<file path="src/ptw_pkg.sv">
// ----------------------------------------------------------------------------
// ptw_pkg
// Shared types, constants and helpers of the four-level page table walker.
// ----------------------------------------------------------------------------
package ptw_pkg;

	localparam int MEM_WORDS = 4096;
	localparam int MEM_AW    = $clog2(MEM_WORDS);
	localparam int IDX_W     = (MEM_AW > 12) ? MEM_AW : 12;

	localparam logic [51:0] FRAME_MASK  = 52'hF_FFFF_FFFF_F000;
	localparam int          PRESENT_BIT = 0;
	localparam int          WRITE_BIT   = 1;
	localparam int          FIFO_DEPTH  = 2;

	localparam logic REQ_WRITE = 1'b0;
	localparam logic REQ_XLATE = 1'b1;

	localparam logic [1:0] LVL_TOP  = 2'd0;
	localparam logic [1:0] LVL_L3   = 2'd1;
	localparam logic [1:0] LVL_L2   = 2'd2;
	localparam logic [1:0] LVL_LEAF = 2'd3;

	typedef struct packed {
		logic              req;
		logic [MEM_AW-1:0] widx;
		logic [63:0]       data;
		logic [47:0]       va;
	} item_t;

	typedef enum logic [1:0] {
		ST_IDLE = 2'b01,
		ST_WALK = 2'b10
	} state_t;

	// 9-bit table index for a walk level
	function automatic logic [8:0] va_index(input logic [47:0] va, input logic [1:0] lvl);
		logic [8:0] idx;
		case (lvl)
			LVL_TOP: idx = va[47:39];
			LVL_L3:  idx = va[38:30];
			LVL_L2:  idx = va[29:21];
			default: idx = va[20:12];
		endcase
		return idx;
	endfunction

	// word address of entry idx in the table at byte address tbl, wrapped
	function automatic logic [MEM_AW-1:0] word_addr(input logic [51:0] tbl,
			input logic [8:0] idx);
		return tbl[3 +: MEM_AW] + MEM_AW'(idx);
	endfunction

	function automatic logic [51:0] frame_of(input logic [63:0] entry);
		return entry[51:0] & FRAME_MASK;
	endfunction

endpackage

</file>
<file path="src/ptw_front.sv">
// ----------------------------------------------------------------------------
// ptw_front
// Accepts request transfers, classifies them and queues them for the walker.
// ----------------------------------------------------------------------------
module ptw_front (
	input  logic                 clk,
	input  logic                 arst_n,
	input  logic                 in_valid,
	output logic                 in_ready,
	input  logic                 req_type,
	input  logic [11:0]          mem_index,
	input  logic [63:0]          mem_data,
	input  logic [47:0]          virt_addr,
	output logic                 q_valid,
	output ptw_pkg::item_t       q_item,
	input  logic                 q_pop
);

	localparam int PTR_W = $clog2(ptw_pkg::FIFO_DEPTH);
	localparam int CNT_W = $clog2(ptw_pkg::FIFO_DEPTH + 1);

	ptw_pkg::item_t               slot_q [ptw_pkg::FIFO_DEPTH];
	logic [PTR_W-1:0]             wr_ptr_q, rd_ptr_q;
	logic [CNT_W-1:0]             count_q;
	logic [ptw_pkg::IDX_W-1:0]    idx_ext;
	ptw_pkg::item_t               item;
	logic                         push, pop;

	always_comb begin
		idx_ext   = ptw_pkg::IDX_W'(mem_index);
		item.req  = (req_type == ptw_pkg::REQ_XLATE) ? ptw_pkg::REQ_XLATE : ptw_pkg::REQ_WRITE;
		item.widx = idx_ext[ptw_pkg::MEM_AW-1:0];
		item.data = mem_data;
		item.va   = virt_addr;
	end

	assign in_ready = (count_q != CNT_W'(ptw_pkg::FIFO_DEPTH));
	assign push     = in_valid && in_ready;
	assign q_valid  = (count_q != '0);
	assign pop      = q_pop && q_valid;
	assign q_item   = slot_q[rd_ptr_q];

	always_ff @(posedge clk) begin
		if (push) begin
			slot_q[wr_ptr_q] <= item;
		end
	end

	always_ff @(posedge clk or negedge arst_n) begin
		if (!arst_n) begin
			wr_ptr_q <= '0;
			rd_ptr_q <= '0;
			count_q  <= '0;
		end else begin
			if (push) begin
				wr_ptr_q <= (wr_ptr_q == PTR_W'(ptw_pkg::FIFO_DEPTH - 1)) ? '0 : wr_ptr_q + 1'b1;
			end
			if (pop) begin
				rd_ptr_q <= (rd_ptr_q == PTR_W'(ptw_pkg::FIFO_DEPTH - 1)) ? '0 : rd_ptr_q + 1'b1;
			end
			case ({push, pop})
				2'b10:   count_q <= count_q + 1'b1;
				2'b01:   count_q <= count_q - 1'b1;
				default: count_q <= count_q;
			endcase
		end
	end

endmodule

</file>
<file path="config.mk">
export PLATFORM = sky130hd
export DESIGN_NAME = ptw_front
export DESIGN_NICKNAME = d
export VERILOG_FILES = /design/src/ptw_pkg.sv /design/src/ptw_front.sv
export SDC_FILE = /design/constraint.sdc
export NUM_CORES = 1
export LEC_CHECK = 0
export BUFFER_PORTS_ARGS = -buffer_cell sky130_fd_sc_hd__buf_2
export CAP_MARGIN = 30
export CORE_MARGIN = 2
export CORE_UTILIZATION = 25
export DETAILED_ROUTE_END_ITERATION = 12
export SLEW_MARGIN = 25
export SYNTH_ARGS = -nofsm -noshare
export SYNTH_HDL_FRONTEND = slang
export SYNTH_SLANG_ARGS = --single-unit
</file>
<file path="constraint.sdc">
create_clock -name clk -period 11.08 [get_ports clk]
set_input_delay 1.108 -clock clk [delete_from_list [all_inputs] [get_ports clk]]
set_output_delay 1.108 -clock clk [all_outputs]
set_load 0.02 [all_outputs]
</file>
==> run metrics <==
data arrival time of the worst path=3360 ps; PortBufs=255; outcome=finished, final reports clean; Peak VDD IR=146 uV; Die Span X=198 um; Total GRT Usage=0.0912; gr ovfl total=0; slowest CP cell=buf_4; Mapped Nets=536; setup bufs post-CTS=0; Routed WL per cell=16.1 um; Fillers=3589; Post-synth EDFFs=250; drt first pass iters=4; Sw Share=0.317; Logic pwr share=0.316; Syn Inst Count=406; largest area contributor in the netlist=edfxtp_1; DRC viols=0; P per Cell Area=282 mW/mm^2; clock-pin slew on the worst setup and hold paths=60 ps; Yosys Warn Count=0; area delta synth->final=30.1%; largest cells by area after synthesis=edfxtp_1, mux2_2, mux2_4, dfrtp_1, buf_6; share of cells above drive strength 1=0.617; CP Capture Type=output pin; total negative setup slack=0 ps; Cell Area, Synth=0.00937 mm^2; net switching power=1.09 mW; PostCTS Resize Cnt=0; Final Hold Vio Count=0; Main synth FF type=edfxtp_1; CP max FO=53; Tmin final=4470 ps; startpoint types=flip-flop; Vias=about 4700; 1st-iter DRT viols=110; Worst-Skew Late Latency=560 ps; post-route clock period utilization=0.403; initial antenna violation count=3; sequential power share=0.402; global-route wire length before repair=27.4 mm; number of cells on the critical path=4; Top cell by count, worst path=buf_4; fin worst setup slack=roughly 6600 ps; CTS H-Tree Depth=1; R2R cell count=4; die area=0.0390 mm^2; # rows=70; core region area=0.0368 mm^2; Yosys top cell area share=0.802; flops & latches, synth=254; vias per cell=3.98; die height=198 um; Critical Path RT=9970 ps; number of global-route vias before repair=about 5000; Max Cap Viol=0; root buffer cell=clkbuf_16; FF-to-FF Start=count_q[0]$_DFFE_PN0P_; number of routed nets with antenna violations=0; Post-synth ARST share=0.0157; clock power share=0.283; RSZ-0062 raised after global routing=no; dpl hpwl=roughly 12 mm; Slew headroom=0.372; final WL=19.0 mm; RePlAce Congestion=0.707; worst path bufs/invs=3; P_int=2.35 mW; WS Path Type=reg -> out; largest net degree at the start of global routing=67; Synth Area per Inst=23.1 um^2; CP top delay family=buffers and inverters; crit path launch=rd_ptr_q$_DFFE_PN0P_; leakage power=roughly 4.6 nW; Final Max Slew Viols=0; clock skew=19.9 ps; Max Fclk=224 MHz; worst slew pin tran=942 ps; Tightest Hold Check Type=in -> async; CTS Buf Count=29; CTS tree=yes; pre-CTS worst setup slack=7120 ps; reg2reg setup slack=roughly 8500 ps; nets@finish=between 800 and 900; Ports=around 260; Starting Density=0.255; commonest non-fill, non-tap cell in the layout=buf_2; most frequent cells in the layout=buf_2, edfxtp_1, mux2_2, mux2_4, clkbuf_16; post-synthesis cell type count=15; R2R Path End=slot_q[1][22]$_DFFE_PP_; sequential cell area fraction in the yosys report=0.812; max incr delay on CP=770 ps; Post-CTS Hold Buffers=0; clock buffer depth=3; # setup viols final=0; worst path cell trace=buf_4 > buf_4 > mux2_2 > buf_2; Sink Count=254
-- power by group through the flow --
stage | logic, mW | registers [mW] | clock network [mW]
2_1_floorplan | 0.798 | 1.40 | 0
6_report | 1.09 | 1.38 | 0.973
3_3_place_gp | 1.10 | 1.40 | 0
5_1_grt | 1.16 | 1.40 | 1.05
4_1_cts | 1.11 | 1.39 | 1.00
3_5_place_dp | 1.11 | 1.41 | 0
-- worst max-delay path by stage --
stage	endpoint	slack [ps]
floorplan	slot_q[0][0]$_DFFE_PP_	4070
global placement	q_item[6]	7140
detailed placement	q_item[6]	7120
CTS	q_item[6]	6530
global route	q_item[113]	6410
finish	q_item[112]	6610
-- cells in the mapped netlist (2+ instances only) --
| library cell | n |
|---|---|
| mux2_4 | 40 |
| xor2_1 | 2 |
| buf_6 | 6 |
| nor2_1 | 2 |
| edfxtp_1 | 250 |
| mux2_2 | 85 |
| xnor2_1 | 3 |
| buf_2 | 8 |
| dfrtp_1 | 4 |
-- kinds of logic after synthesis --
logic type	Yosys count	share of synthesized area
adders and majority gates	1	0.00134
xor gates and xnor gates	5	0.00468
buffers and inverters	14	0.0115
muxes	125	0.166
DFF	254	0.812
and+or+nand+nor	7	0.00388
-- per-layer routing --
| layer | up-vias | track usage | share of wire |
|---|---|---|---|
| li1 | 2180 | - | - |
| met1 | 2276 | 0.105 | 0.40 |
| met2 | 187 | 0.150 | 0.48 |
| met3 | 44 | 0.0343 | 0.086 |
| met4 | 2 | 0.0426 | 0.033 |
| met5 | - | 0 | 0.00058 |
-- flip-flops by register name, indices dropped and copies added (netlist names) --
signal / cells
count_q: 2
rd_ptr_q: 1
wr_ptr_q: 1
slot_q: 250
-- metrics by stage --
stage | instance area [um^2] | total power [mW] | std cells | hold WS (ps) | util
4_1_cts | 12200 | 3.50 | 1174 | 321 | 0.331
3_3_place_gp | 11200 | 2.50 | 1120 | 475 | 0.304
2_1_floorplan | 9370 | 2.20 | 406 | 456 | -
5_1_grt | 12200 | 3.61 | 1177 | 323 | 0.331
3_5_place_dp | 11200 | 2.51 | 1120 | 489 | 0.304
6_report | 12200 | 3.44 | 1177 | 349 | 0.331
-- worst reg2reg max path, stage by stage (launching register included) --
cell and delay (ps):
dfrtp_1 400, nand2b_1 170, and3_4 790, buf_4 560, buf_12 300
-- final cells by class --
cell class                 count  area (um^2)  share of cell area
tap                          468          586              0.0481
sequential                   254         7610               0.625
multi-input combinational    138         1660               0.136
clock buffer                  38          790              0.0648
clock inverter                16          196              0.0161
antenna                        2         5.00            0.000411
timing repair buffer         261         1330               0.109
Power figures use the tool's default switching activity.
